===== config.mk =====
export PLATFORM = sky130hd
export DESIGN_NAME = pcr_sqrt
export DESIGN_NICKNAME = d
export VERILOG_FILES = /design/src/rtl/pcr_pkg.sv /design/src/rtl/pcr_sqrt.sv
export SDC_FILE = /design/constraint.sdc
export NUM_CORES = 1
export LEC_CHECK = 0
export BUFFER_PORTS_ARGS = -buffer_cell sky130_fd_sc_hd__buf_4
export CELL_PAD_IN_SITES_DETAIL_PLACEMENT = 0
export CELL_PAD_IN_SITES_GLOBAL_PLACEMENT = 1
export CORE_MARGIN = 8
export CORE_UTILIZATION = 40
export DETAILED_ROUTE_END_ITERATION = 10
export PLACE_DENSITY_LB_ADDON = 0.1
export SLEW_MARGIN = 30
export SYNTH_ARGS = -nofsm -noshare
export SYNTH_HDL_FRONTEND = slang
export SYNTH_SLANG_ARGS = --single-unit

===== constraint.sdc =====
create_clock -name clock -period 3.7 [get_ports clock]
set_input_delay 0.74 -clock clock [delete_from_list [all_inputs] [get_ports clock]]
set_output_delay 0.74 -clock clock [all_outputs]
set_load 0.02 [all_outputs]

===== src/rtl/pcr_pkg.sv =====
// Shared constants, register map and types of the particle collision resolver.
`timescale 1ns / 1ps
package pcr_pkg;

   // Default coordinate width of the particle ports
   localparam int COORD_WIDTH_DEF = 16;

   // Register reset values
   localparam logic [13:0] WALL_BOUND_RST = 14'd7680;

   // Fixed point constants
   localparam int FRAC_POS = 14;

   // Square root unit: 28 bit radicand, 14 bit root, one root bit per stage
   localparam int RAD_W     = 28;
   localparam int ROOT_W    = 14;
   localparam int SQ_STAGES = ROOT_W;

   // Divider unit: 29 bit dividend, 15 bit divisor and quotient, one bit per stage
   localparam int NUM_W     = 29;
   localparam int QUO_W     = 15;
   localparam int DV_STAGES = QUO_W;

   // Register index on the configuration port
   typedef enum logic [2:0] {
      REG_WALL_BOUND   = 3'd0,
      REG_OBST_MODE    = 3'd1,
      REG_CONTACT_DIST = 3'd2,
      REG_OBST_CENTER  = 3'd3,
      REG_OBST_VEL     = 3'd4
   } reg_idx_type;

   // Obstacle mode codes
   typedef enum logic [1:0] {
      MODE_NONE   = 2'd0,
      MODE_SPHERE = 2'd1,
      MODE_CUBE   = 2'd2,
      MODE_SPARE  = 2'd3
   } mode_type;

endpackage


===== src/rtl/pcr_sqrt.sv =====
// Pipelined integer square root, one root bit per stage.
`timescale 1ns / 1ps
module pcr_sqrt
   import pcr_pkg::*;
(
   input  logic              clock,
   input  logic              en,
   input  logic [RAD_W-1:0]  rad,
   output logic [ROOT_W-1:0] root
);

   logic [ROOT_W+1:0] rem_ff  [SQ_STAGES];
   logic [ROOT_W-1:0] root_ff [SQ_STAGES];
   logic [RAD_W-1:0]  rad_ff  [SQ_STAGES];
   logic [ROOT_W+1:0] rem_in  [SQ_STAGES];
   logic [ROOT_W-1:0] root_in [SQ_STAGES];
   logic [RAD_W-1:0]  rad_in  [SQ_STAGES];

   // Bring down two radicand bits and try the next root bit
   always_comb begin
      logic [ROOT_W+3:0] cur;
      logic [ROOT_W+3:0] trial;
      logic [ROOT_W+1:0] prem;
      logic [ROOT_W-1:0] proot;
      logic [RAD_W-1:0]  prad;
      for (int k = 0; k < SQ_STAGES; k++) begin
         if (k == 0) begin
            prem  = '0;
            proot = '0;
            prad  = rad;
         end else begin
            prem  = rem_ff[k-1];
            proot = root_ff[k-1];
            prad  = rad_ff[k-1];
         end
         cur   = {prem, prad[RAD_W-1 -: 2]};
         trial = {2'b00, proot, 2'b01};
         rad_in[k] = {prad[RAD_W-3:0], 2'b00};
         if (cur >= trial) begin
            rem_in[k]  = (ROOT_W+2)'(cur - trial);
            root_in[k] = {proot[ROOT_W-2:0], 1'b1};
         end else begin
            rem_in[k]  = (ROOT_W+2)'(cur);
            root_in[k] = {proot[ROOT_W-2:0], 1'b0};
         end
      end
   end

   // Advance all stages together
   always_ff @(posedge clock) begin
      if (en) begin
         for (int k = 0; k < SQ_STAGES; k++) begin
            rem_ff[k]  <= rem_in[k];
            root_ff[k] <= root_in[k];
            rad_ff[k]  <= rad_in[k];
         end
      end
   end

   assign root = root_ff[SQ_STAGES-1];

endmodule


==> run metrics <==
Syn Nets=1792; Routed WL per cell=16.3 um; cts hold-fix bufs=0; Clock Skews=0.0107 ns; worst-path fanout max=19; crit share post-route=0.786; postcts setup bufs=0; die height=253 um; layout cells sized above 1=0.130; core area=0.0560 sq mm; Hold Path Cell Cnt=1; r2r setup slk=0.79 ns; mean post-synth cell area=13.7 sq um; Synth Register Bits=479; Max-Cap Viols=0; cell repeated most along the worst path=nand3_1; total CTS buffers=54; fmax=0.344 GHz; cell type with the largest total area after synthesis=edfxtp_1; R2R Path Start=rem_ff[1][4]; Slew Limit Fails=0; Vias=12500; CP Launch Type=register; final hold violation count=0; Critical Path Sink Type=register; main area contributors after synthesis=edfxtp_1, ha_1, xnor2_1; RSZ-0062 raised after global routing=no; CTS tree=built; register area=0.0144 sq mm; total wire length=41200 um; worst skew pair latency=0.59 ns; status=completed; Worst-Margin Slew=0.826 ns; Main synth FF type=edfxtp_1; Synth cell types=89; slowest cell delay on critical path=0.63 ns; Static Leakage=9.73 nW; # setup viols final=0; setup_tns=0 ns; Hold Crit Class=primary input to register; gr ovfl total=0; utilization after layout=0.457; CTS resizes=0; DR pass1 iterations=7; Synth Instances=1643; R2R depth=6; Sink Count=479; EDFF count, synth=479; area of the multi-input gates=0.00728 sq mm; first-pass GRT wire length=66900 um; setup ws final=0.790 ns; CP cell instances=ha_1 -> nand3_1 -> or4_1 -> nand3_1 -> nand3b_1 -> mux2_2; Finished Cell Area=0.0255 sq mm; GRT Util Overall=0.130; Min-Delay Endpoint=rad_ff[0][20]; Area Overhead vs Synth=13.9%; Die Footprint=0.0639 sq mm; commonest non-fill, non-tap cell in the layout=edfxtp_1; clock slew at reported path FFs=0.06 ns; pwr/cell area=570 mW/mm^2; H-tree depth=2; largest net degree at the start of global routing=84; register area share after synthesis=0.641; Final Wtd Congestion=0.835; IO Pins=44; Std-Cell Rows=87; crit path max-delay cell type=nand3b_1; residual DRC count=0; Cell Area, Synth=0.0224 sq mm; largest vdd supply drop=0.355 mV; WS Path Type=register to register; number of buffers added on ports=43; Bufs on Longest Clock Path=3; final net count=1878; DRT iter0 DRCs=577; Placement Setup Slack=0.787 ns; number of fill cells=5036; Via density=4.96; Slew HR=0.448; worst flop-to-flop path endpoint=rem_ff[1][24]; vias in the first global route=12700; post-DP HPWL=29300 um; WP data arrival=3.24 ns; ANT cells=0; initial antenna violation count=0; Worst Hold Launch=rad[20]; synth warn=0; most frequent cells in the layout=edfxtp_1, inv_1, ha_1; Critical Path RT=4.03 ns; minimum clock period=2.91 ns; Die X=253 um; ys async rst share=0; Routed Antenna Nets=0; Initial Util=0.401; Synth top area share=0.641; placed cell areas=0.0237 sq mm; Root Buffer=clkbuf_16
==> layer usage <==
layer	routed length, um	track usage	vias to the layer above
li1	-	-	6280
met1	19000	0.167	6026
met2	19400	0.215	163
met3	1390	0.0224	75
met4	1410	0.0546	0
met5	0	0	-
==> worst max-delay path by stage <==
| stage | end | start | depth (start not counted) |
|---|---|---|---|
| finish | rem_ff[1][24] | rem_ff[1][4] | 6 |
| CTS | rem_ff[1][67] | rad_ff[1][102] | 9 |
| floorplan | rem_ff[1][71] | rem_ff[1][57] | 8 |
| detailed placement | rem_ff[1][67] | rad_ff[1][102] | 9 |
| global route | rem_ff[1][24] | root_ff[1][4] | 7 |
| global placement | rem_ff[1][21] | root_ff[1][8] | 7 |
==> Yosys cell counts, types with 5 or more instances <==
cell,instances
or4_1,7
o31a_1,9
edfxtp_1,479
a21oi_1,79
nor4_1,14
ha_1,119
o211ai_1,11
nand3_1,21
buf_4,15
o31ai_1,6
nand4_1,18
nand3b_1,5
o21ai_0,79
nor2b_1,12
a21o_1,27
o211a_1,5
a211oi_1,7
or2_2,12
inv_1,137
o21a_1,25
mux2_4,8
mux2i_1,8
nor3_2,7
buf_2,7
nand2_1,59
mux2_2,26
buf_6,7
xnor2_1,68
nor2_1,105
nor3_1,44
and2_1,10
or3_1,25
a31oi_1,5
nand2b_1,23
xor2_1,63
==> flip-flops by register name (all words and copies together) (netlist names) <==
register	flops
rad_ff	182
rem_ff	192
root_ff	105
==> power breakdown <==
part / internal, mW / switching (mW) / leakage [nW] / total (mW)
clock: 3.40 / 2.11 / 0.900 / 5.51
sequential: 6.69 / 0.310 / 4.59 / 7.00
combinational: 0.928 / 1.13 / 4.25 / 2.05
==> per-stage QoR <==
stage	hold slack, ns	instances	power [mW]
after floorplan	0.400	1643	8.52
after global placement	0.401	2429	9.16
after detailed placement	0.405	2429	9.18
after CTS	0.259	2528	14.8
after global routing	0.273	2528	15.3
final	0.328	2528	14.6
==> worst max-delay path: cells and delay by family (launching register included) <==
kind,cells,cell delay (ns)
mux,1,0.42
fa+ha+maj,1,0.39
simple gates,4,1.46
flops,1,0.39
==> area by class of cell <==
cell class                      instances  share of cell area
Sequential cell                       479               0.563
Timing Repair Buffer                   63              0.0217
Clock buffer                           60              0.0546
Multi-Input combinational cell        991               0.285
Inverter                              140              0.0206
Tap cell                              756              0.0370
Clock inverter                         39              0.0178
==> cell families (layout without fill, tap and decap cells) <==
kind of cell | count (synthesis) | count (layout) | share of synthesized area
DFF | 479 | 479 | 0.641
AOI/OAI and AO/OA | 296 | 296 | 0.0863
other | 1 | 1 | 0.000167
adders and majority gates | 119 | 119 | 0.0664
buffers and inverters | 173 | 302 | 0.0342
and+or+nand+nor | 401 | 401 | 0.0981
muxes | 43 | 43 | 0.0225
xor gates and xnor gates | 131 | 131 | 0.0512
Power figures use the tool's default switching activity.
