File: config.mk
export PLATFORM = sky130hd
export DESIGN_NAME = pcr_div
export DESIGN_NICKNAME = d
export VERILOG_FILES = /design/src/rtl/pcr_pkg.sv /design/src/rtl/pcr_div.sv
export SDC_FILE = /design/constraint.sdc
export NUM_CORES = 1
export LEC_CHECK = 0
export BUFFER_PORTS_ARGS = -buffer_cell sky130_fd_sc_hd__buf_2
export CORE_UTILIZATION = 64
export CTS_CLUSTER_SIZE = 8
export DETAILED_ROUTE_END_ITERATION = 10
export PLACE_DENSITY = 0.81
export SLEW_MARGIN = 20
export SYNTH_ARGS = -nofsm -noshare
export SYNTH_HDL_FRONTEND = slang
export SYNTH_SLANG_ARGS = --single-unit
File: constraint.sdc
create_clock -name clock -period 3.85 [get_ports clock]
set_input_delay 0 -clock clock [delete_from_list [all_inputs] [get_ports clock]]
set_output_delay 0 -clock clock [all_outputs]
set_load 0.1 [all_outputs]
File: src/rtl/pcr_pkg.sv
// Shared constants, register map and types of the particle collision resolver.
`timescale 1ns / 1ps
package pcr_pkg;

   // Default coordinate width of the particle ports
   localparam int COORD_WIDTH_DEF = 16;

   // Register reset values
   localparam logic [13:0] WALL_BOUND_RST = 14'd7680;

   // Fixed point constants
   localparam int FRAC_POS = 14;

   // Square root unit: 28 bit radicand, 14 bit root, one root bit per stage
   localparam int RAD_W     = 28;
   localparam int ROOT_W    = 14;
   localparam int SQ_STAGES = ROOT_W;

   // Divider unit: 29 bit dividend, 15 bit divisor and quotient, one bit per stage
   localparam int NUM_W     = 29;
   localparam int QUO_W     = 15;
   localparam int DV_STAGES = QUO_W;

   // Register index on the configuration port
   typedef enum logic [2:0] {
      REG_WALL_BOUND   = 3'd0,
      REG_OBST_MODE    = 3'd1,
      REG_CONTACT_DIST = 3'd2,
      REG_OBST_CENTER  = 3'd3,
      REG_OBST_VEL     = 3'd4
   } reg_idx_type;

   // Obstacle mode codes
   typedef enum logic [1:0] {
      MODE_NONE   = 2'd0,
      MODE_SPHERE = 2'd1,
      MODE_CUBE   = 2'd2,
      MODE_SPARE  = 2'd3
   } mode_type;

endpackage

File: src/rtl/pcr_div.sv
// Pipelined unsigned restoring divider, one quotient bit per stage.
`timescale 1ns / 1ps
module pcr_div
   import pcr_pkg::*;
(
   input  logic             clock,
   input  logic             en,
   input  logic [NUM_W-1:0] num,
   input  logic [QUO_W-1:0] den,
   output logic [QUO_W-1:0] quo
);

   logic [NUM_W-1:0] rem_ff [DV_STAGES];
   logic [QUO_W-1:0] den_ff [DV_STAGES];
   logic [QUO_W-1:0] quo_ff [DV_STAGES];
   logic [NUM_W-1:0] rem_in [DV_STAGES];
   logic [QUO_W-1:0] quo_in [DV_STAGES];
   logic [QUO_W-1:0] den_in [DV_STAGES];

   // Subtract the shifted divisor where it fits, highest quotient bit first
   always_comb begin
      logic [NUM_W-1:0] prem;
      logic [QUO_W-1:0] pden;
      logic [QUO_W-1:0] pquo;
      logic [NUM_W-1:0] trial;
      for (int k = 0; k < DV_STAGES; k++) begin
         if (k == 0) begin
            prem = num;
            pden = den;
            pquo = '0;
         end else begin
            prem = rem_ff[k-1];
            pden = den_ff[k-1];
            pquo = quo_ff[k-1];
         end
         trial     = NUM_W'(pden) << (DV_STAGES - 1 - k);
         den_in[k] = pden;
         if (prem >= trial) begin
            rem_in[k] = prem - trial;
            quo_in[k] = {pquo[QUO_W-2:0], 1'b1};
         end else begin
            rem_in[k] = prem;
            quo_in[k] = {pquo[QUO_W-2:0], 1'b0};
         end
      end
   end

   // Advance all stages together
   always_ff @(posedge clock) begin
      if (en) begin
         for (int k = 0; k < DV_STAGES; k++) begin
            rem_ff[k] <= rem_in[k];
            den_ff[k] <= den_in[k];
            quo_ff[k] <= quo_in[k];
         end
      end
   end

   assign quo = quo_ff[DV_STAGES-1];

endmodule

==> results.py, run 1 <==
metrics = {
    "worst_setup_path": {
        "critical_path.max_stage_delay_ns": 0.80,
        "worstSetupStartpoint": "rem_ff[0][69]",
        "path_max_fanout": 12,
        "cp.required_ns": 4.26,
        "cp-start-kind": "register",
        "ff_to_ff_start": "rem_ff[0][69]",
        "worst-r2r-cell-count": 11,
        "setup.reg_to_reg.worst_slack_ns": 0.21,
        "worst_path_buf_inv": 3,
        "worstPathArrival_ns": 4.05,
        "setup.worst_path.class": "reg2reg",
        "worst_path_dominant_cell_family": "compound AO/OA/AOI/OAI gates",
        "path_cells": "inv_1, ha_1, fa_1, nor2b_1, o31a_1, nor3_1, o21ai_0, a311oi_1, clkinv_1, buf_4, mux2_2",
        "cp.depth": 11,
        "critical_path.endpoint": "rem_ff[0][110]",
        "worst_setup_path_end_kind": "register",
        "critical-path-slowest-cell": "sky130_fd_sc_hd__a311oi_1",
        "rr_endpoint": "rem_ff[0][110]",
    },
    "cts": {
        "clk_transition_reported_paths_ns": 0.05,
        "post_cts_hold_buffer_count": 45,
        "clkLatencyLatePin_ns": 0.70,
        "clockBufferDepth": 3,
        "cts.htree.levels": 3,
        "root_buffer": "sky130_fd_sc_hd__clkbuf_16",
        "tritoncts.num_buffers": 102,
        "cts_resized": 0,
        "tritoncts": "done",
        "postCtsSetupRepairBufs": 0,
        "cts.sinks": 736,
    },
    "synthesis": {
        "synthesis.area_um2": 38300,
        "syn_avg_cell_area_um2": 12.0,
        "synth_area_leaders": "sky130_fd_sc_hd__edfxtp_1 (58%), sky130_fd_sc_hd__ha_1 (7.3%), sky130_fd_sc_hd__a21oi_1 (3.1%)",
        "synthDominantAreaCellType": "sky130_fd_sc_hd__edfxtp_1",
        "synth.top_cell.area_share": 0.577,
        "syn-instance-count": 3193,
        "post_synth_mux_area_share": 0.0204,
        "synth-compound-area-share": 0.121,
        "synth-edff-count": 736,
        "synth_most_common_cell": "sky130_fd_sc_hd__edfxtp_1",
        "synth.yosys.warnings": 0,
        "ys_dominant_reg_cell": "sky130_fd_sc_hd__edfxtp_1",
        "synthArstFlopShare": 0,
        "synth-seq-cells": 736,
        "yosys.area_share.simple": 0.110,
        "post_synth_num_cell_types": 82,
        "post_synth_fa_ha_maj_area_fraction": 0.0808,
        "synth_xor_area_frac": 0.0530,
        "synth.top_cells.by_count": "sky130_fd_sc_hd__edfxtp_1 (736), sky130_fd_sc_hd__inv_1 (291), sky130_fd_sc_hd__nor2_1 (243)",
        "yosysSeqAreaShare": 0.577,
        "synth.net_count": 3478,
        "dominant_combinational_cell_family_by_area_after_synthesis": "compound AO/OA/AOI/OAI gates",
    },
    "route": {
        "drt_iter0_markers": 2140,
        "routed_wl_um": 89300,
        "postRouteAntennaNets": 0,
        "routed_vias": 26300,
        "first_pass_iters": 9,
        "drt-vias-per-instance": 6.33,
        "post-route-drc-count": 6,
        "route.detailed.wl_per_inst_um": 21.5,
    },
    "power_and_ir_drop": {
        "p_int_mw": 20.2,
        "areal_power_density_over_the_cells_nw_per_um2": 711,
        "power_frac_seq": 0.404,
        "share_clk_of_total_power": 0.262,
        "netSwitchingFraction": 0.337,
        "switchingPower_mw": 10.3,
        "cellLeakagePower_nw": 16.7,
        "comb_power_share": 0.334,
        "vdd_ir_drop_max_mv": 0.477,
    },
    "timing": {
        "worst_setup_slack_after_layout_ns": 0.209,
        "fin_tns_setup_ns": 0,
        "slew_headroom": 0.339,
        "fin_crit_sh": 0.946,
        "report.final.slew_viol_count": 0,
        "rsz0062_at_grt": "no",
        "tightest_slew_ns": 0.985,
        "final.setup_skew_ns": 0.0826,
        "timing.fmax_mhz": 275,
        "finalSetupViolations": 0,
        "final-hold-violation-count": 0,
        "finalWorstPathRequiredPeriod_ns": 3.64,
    },
    "final_layout": {
        "final_cell_count_no_fill": 4148,
        "syn2layout_area_growth_pct": 11.8,
        "postLayoutCellArea_um2": 42900,
        "final_layout_size_suffix_gt1_frac": 0.0889,
        "num-nets-final": 3650,
    },
    "die": {
        "dieHeight_um": 247,
        "die_area_um2": 60900,
        "floorplan.die.width_um": 247,
        "coreArea_um2": 59100,
        "io-pin-count": 61,
        "num_rows": 89,
        "effective_utilization_at_floorplan": 0.648,
    },
    "placement": {
        "detailed_place.area_um2": 39600,
        "gp_congestion": 0.981,
        "dp_hpwl_um": 62300,
        "post-place-ws_ns": 0.446,
        "numPlacedInstances": 3989,
        "port_buffers": 60,
    },
    "grt": {
        "grt_start_max_net_pins": 100,
        "vias_in_the_first_global_route": 26200,
        "grt_util_overall": 0.295,
        "global_route_wire_length_before_repair_um": 139000,
        "grt-busiest-layer": "met2",
        "grt_use_met3": 0.0407,
        "grt.met1_usage": 0.348,
        "antenna_found_initial": 1,
        "met2_usage": 0.532,
        "overflow": 0,
    },
    "run_status": {
        "failing_checks": "design-rule violations",
        "outcome": "finished with violations",
    },
    "job": {
        "cap_violations": 0,
    },
    "worst_hold_path": {
        "worstHoldPathType": "in2reg",
    },
}
==> cell families after synthesis <==
| kind of cell | Yosys count |
|---|---|
| mux | 70 |
| simple gates | 829 |
| buf+inv | 372 |
| xor+xnor | 232 |
| flops | 736 |
| fa+ha+maj | 239 |
| compound gates | 715 |
==> worst register-to-register path, stage by stage (launching register included) <==
cell and delay, ns:
sky130_fd_sc_hd__edfxtp_1 0.39, sky130_fd_sc_hd__inv_1 0.11, sky130_fd_sc_hd__ha_1 0.23, sky130_fd_sc_hd__fa_1 0.24, sky130_fd_sc_hd__nor2b_1 0.08, sky130_fd_sc_hd__o31a_1 0.31
sky130_fd_sc_hd__nor3_1 0.30, sky130_fd_sc_hd__o21ai_0 0.18, sky130_fd_sc_hd__a311oi_1 0.80, sky130_fd_sc_hd__clkinv_1 0.24, sky130_fd_sc_hd__buf_4 0.24, sky130_fd_sc_hd__mux2_2 0.29
==> how the worst min path moves through the flow <==
stage,startpoint,end,slack (ns),depth (start not counted)
floorplan,den[0],den_ff[0][0],0.1,0
global placement,num[12],rem_ff[0][12],0.19,1
detailed placement,num[0],rem_ff[0][0],0.19,1
CTS,num[4],rem_ff[0][4],0.005,2
global route,num[11],rem_ff[0][11],0.04,2
finish,num[12],rem_ff[0][12],0.05,2
==> flip-flops by register name (all words and copies together), names as in the netlist <==
signal,count
quo_ff,120
den_ff,210
rem_ff,406
==> per-layer routing <==
layer	up-vias	wire [um]
li1	12200	-
met1	12700	34200
met2	1088	45900
met3	241	5310
met4	0	3830
met5	-	0
==> through the flow <==
step                      hold WS, ns  power, mW  utilization
final                          0.0452       30.5        0.725
after global routing           0.0361       32.0        0.725
after CTS                     0.00506       30.3        0.725
after detailed placement        0.193       22.2        0.670
after global placement          0.194       21.8        0.670
after floorplan                0.0989       19.5            -
==> layout by cell type, fill, tap and decap left out, drive strengths merged, types with 25 or more instances in the layout <==
| cell | count |
|---|---|
| nand2 | 165 |
| edfxtp | 736 |
| nand3 | 48 |
| dlygate4sd3 | 45 |
| nand4 | 36 |
| inv | 295 |
| o21ai | 124 |
| mux2 | 61 |
| nor4 | 44 |
| a21oi | 237 |
| or3 | 30 |
| ha | 225 |
| nor2 | 243 |
| buf | 98 |
| o21a | 51 |
| nor3 | 69 |
| xnor2 | 126 |
| and3 | 25 |
| nor2b | 37 |
| clkbuf | 105 |
| xor2 | 106 |
| a21o | 79 |
==> layout make-up <==
cell class                 instances  area [um^2]
inverter                         297         1110
fill                            3711        16300
tap                              773          967
clock inverter                     8          218
clock buffer                     105         2560
sequential                       736        22100
multi-input combinational       2085        14800
timing repair buffer             143         1110
antenna                            1         2.50
==> power by group through the flow <==
stage / Sequential [mW] / Combinational (mW) / Clock (mW)
floorplan: 11.9 / 7.61 / 0
global placement: 12.3 / 9.47 / 0
detailed placement: 12.4 / 9.81 / 0
CTS: 12.3 / 9.97 / 8.08
global route: 12.4 / 11.2 / 8.42
finish: 12.3 / 10.2 / 7.98
(Power assumes the default switching activity.)
==> inputs of run 2 (changes only) <==
- CTS_CLUSTER_SIZE: 8 -> unset
- HOLD_SLACK_MARGIN: unset -> 0.02
- PLACE_DENSITY: 0.81 -> 0.86
==> run 2 against run 1 <==
  * The run now ends clean
  * Cell area decreased by 0.40%
  * Utilization decreased by 0.29 points
  * Sequential share of layout area increased by 0.21 points
  * Clock power decreased by 5.1%
  * Worst hold slack improved by 0.015 ns
  * Cell count increased by 0.68%
  * Power decreased by 1.0%
  * Fmax increased by 0.73%
  * Combinational power about the same
  * Worst setup slack improved by 0.026 ns
  * Non-clock buffer count increased by 2
  * Critical endpoint is now rem_ff[1][164]
==> results.py, run 2 (same netlist as run 1, synthesis figures left out) <==
metrics = {
    "route": {
        "post-route-drc-count": 0,
        "routed_vias": 26800,
        "drt-vias-per-instance": 6.41,
        "routed_wl_um": 93200,
        "first_pass_iters": 6,
        "postRouteAntennaNets": 0,
        "route.detailed.wl_per_inst_um": 22.3,
        "drt_iter0_markers": 2685,
    },
    "timing": {
        "fin_tns_setup_ns": 0,
        "finalSetupViolations": 0,
        "rsz0062_at_grt": "no",
        "report.final.slew_viol_count": 0,
        "timing.fmax_mhz": 277,
        "fin_crit_sh": 0.939,
        "tightest_slew_ns": 0.981,
        "slew_headroom": 0.342,
        "finalWorstPathRequiredPeriod_ns": 3.61,
        "final.setup_skew_ns": 0.0899,
        "final-hold-violation-count": 0,
    },
    "run_status": {
        "outcome": "completed",
    },
    "worst_setup_path": {
        "worstSetupStartpoint": "rem_ff[1][117]",
        "setup.worst_path.class": "reg2reg",
        "cp-start-kind": "register",
        "critical-path-slowest-cell": "sky130_fd_sc_hd__a221oi_1",
        "worst_path_buf_inv": 2,
        "path_cells": "inv_1, ha_1, inv_1, fa_1, a21o_1, a221oi_1, o21ai_0, a221oi_1, nor2b_1, nor3_1, xor2_1",
        "cp.required_ns": 4.22,
        "ff_to_ff_start": "rem_ff[1][117]",
        "worst_setup_path_end_kind": "register",
        "worstPathArrival_ns": 3.99,
        "path_max_fanout": 4,
        "critical_path.max_stage_delay_ns": 0.54,
        "worst_path_dominant_cell_family": "compound AO/OA/AOI/OAI gates",
    },
    "job": {
        "cap_violations": 0,
    },
    "grt": {
        "grt_util_overall": 0.311,
        "grt_start_max_net_pins": 139,
        "overflow": 0,
        "antenna_found_initial": 4,
        "vias_in_the_first_global_route": 27000,
        "global_route_wire_length_before_repair_um": 146000,
    },
    "final_layout": {
        "post-route-util": 0.722,
        "max_flop_register": "rem_ff",
        "syn2layout_area_growth_pct": 11.4,
        "postLayoutCellArea_um2": 42700,
        "final_layout_size_suffix_gt1_frac": 0.0909,
        "biggestRegsByFlops": "rem_ff x406, den_ff x210, quo_ff x120",
        "largest_register_ffs": 406,
        "num-nets-final": 3626,
        "most_common_cell_after_layout_fill_and_taps_aside": "sky130_fd_sc_hd__edfxtp_1",
        "layout.cells.most_common_list": "sky130_fd_sc_hd__edfxtp_1 (736), sky130_fd_sc_hd__inv_1 (291), sky130_fd_sc_hd__nor2_1 (243)",
        "final_cell_count_no_fill": 4176,
    },
    "die": {
        "effective_utilization_at_floorplan": 0.648,
        "io-pin-count": 61,
        "floorplan.die.width_um": 247,
        "die_area_um2": 60900,
        "coreArea_um2": 59100,
        "dieHeight_um": 247,
        "num_rows": 89,
    },
    "cts": {
        "tritoncts": "done",
        "cts.sinks": 736,
        "root_buffer": "sky130_fd_sc_hd__clkbuf_16",
        "tritoncts.num_buffers": 76,
        "clockBufferDepth": 3,
        "cts.htree.levels": 3,
        "clk_transition_reported_paths_ns": 0.07,
        "clkLatencyLatePin_ns": 0.68,
        "postCtsSetupRepairBufs": 0,
    },
    "power_and_ir_drop": {
        "vdd_ir_drop_max_mv": 0.492,
        "cellLeakagePower_nw": 16.6,
        "areal_power_density_over_the_cells_nw_per_um2": 706,
        "report.power.total_mw": 30.1,
    },
    "placement": {
        "numPlacedInstances": 3991,
        "dp_hpwl_um": 63100,
        "port_buffers": 60,
        "gp_congestion": 0.982,
        "detailed_place.area_um2": 39700,
    },
    "worst_hold_path": {
        "hold_path_startpoint": "num[9]",
        "worstHoldPathType": "in2reg",
    },
}
==> run 2: cell type report <==
cell class	count	area, um^2
Tap cell	773	967
Multi-Input combinational cell	2085	14800
Antenna cell	2	5.00
Clock buffer	89	1950
Fill cell	3634	16400
Timing Repair Buffer	145	1140
Sequential cell	736	22100
Clock inverter	49	627
Inverter	297	1110
==> run 2: final timing paths <==
path                          to  slack, ns  cells after the start
setup / recovery  rem_ff[1][164]       0.24                     11
hold / removal      rem_ff[0][9]       0.06                      2
setup reg to reg  rem_ff[1][164]       0.24                     11
hold reg to reg    quo_ff[0][31]       0.40                      0
==> run 2: power by group <==
part           switching (mW)  internal (mW)  total, mW
Sequential               1.22           11.1       12.3
Clock                    3.32           4.25       7.57
Combinational            5.87           4.38       10.3
==> run 2: routing by layer <==
layer	share of wire	global-route usage	wire length, um	vias to the layer above
li1	-	-	-	12200
met1	0.36	0.345	33300	12700
met2	0.51	0.557	47400	1450
met3	0.074	0.0578	6870	389
met4	0.060	0.181	5570	2
met5	0.00012	0	11	-
==> run 2: repair_timing <==
action,in CTS,in global routing
endpoints found under the hold margin,106,0
hold buffers,45,0
endpoints found under the setup margin,0,9
gates resized for setup,0,1
==> run 2: metrics by stage <==
stage,hold slack [ns],worst slack (ns)
CTS,0.0319,0.322
global placement,0.195,0.515
detailed placement,0.194,0.419
global route,0.0611,0.0846
floorplan,0.0989,0.630
finish,0.0604,0.235
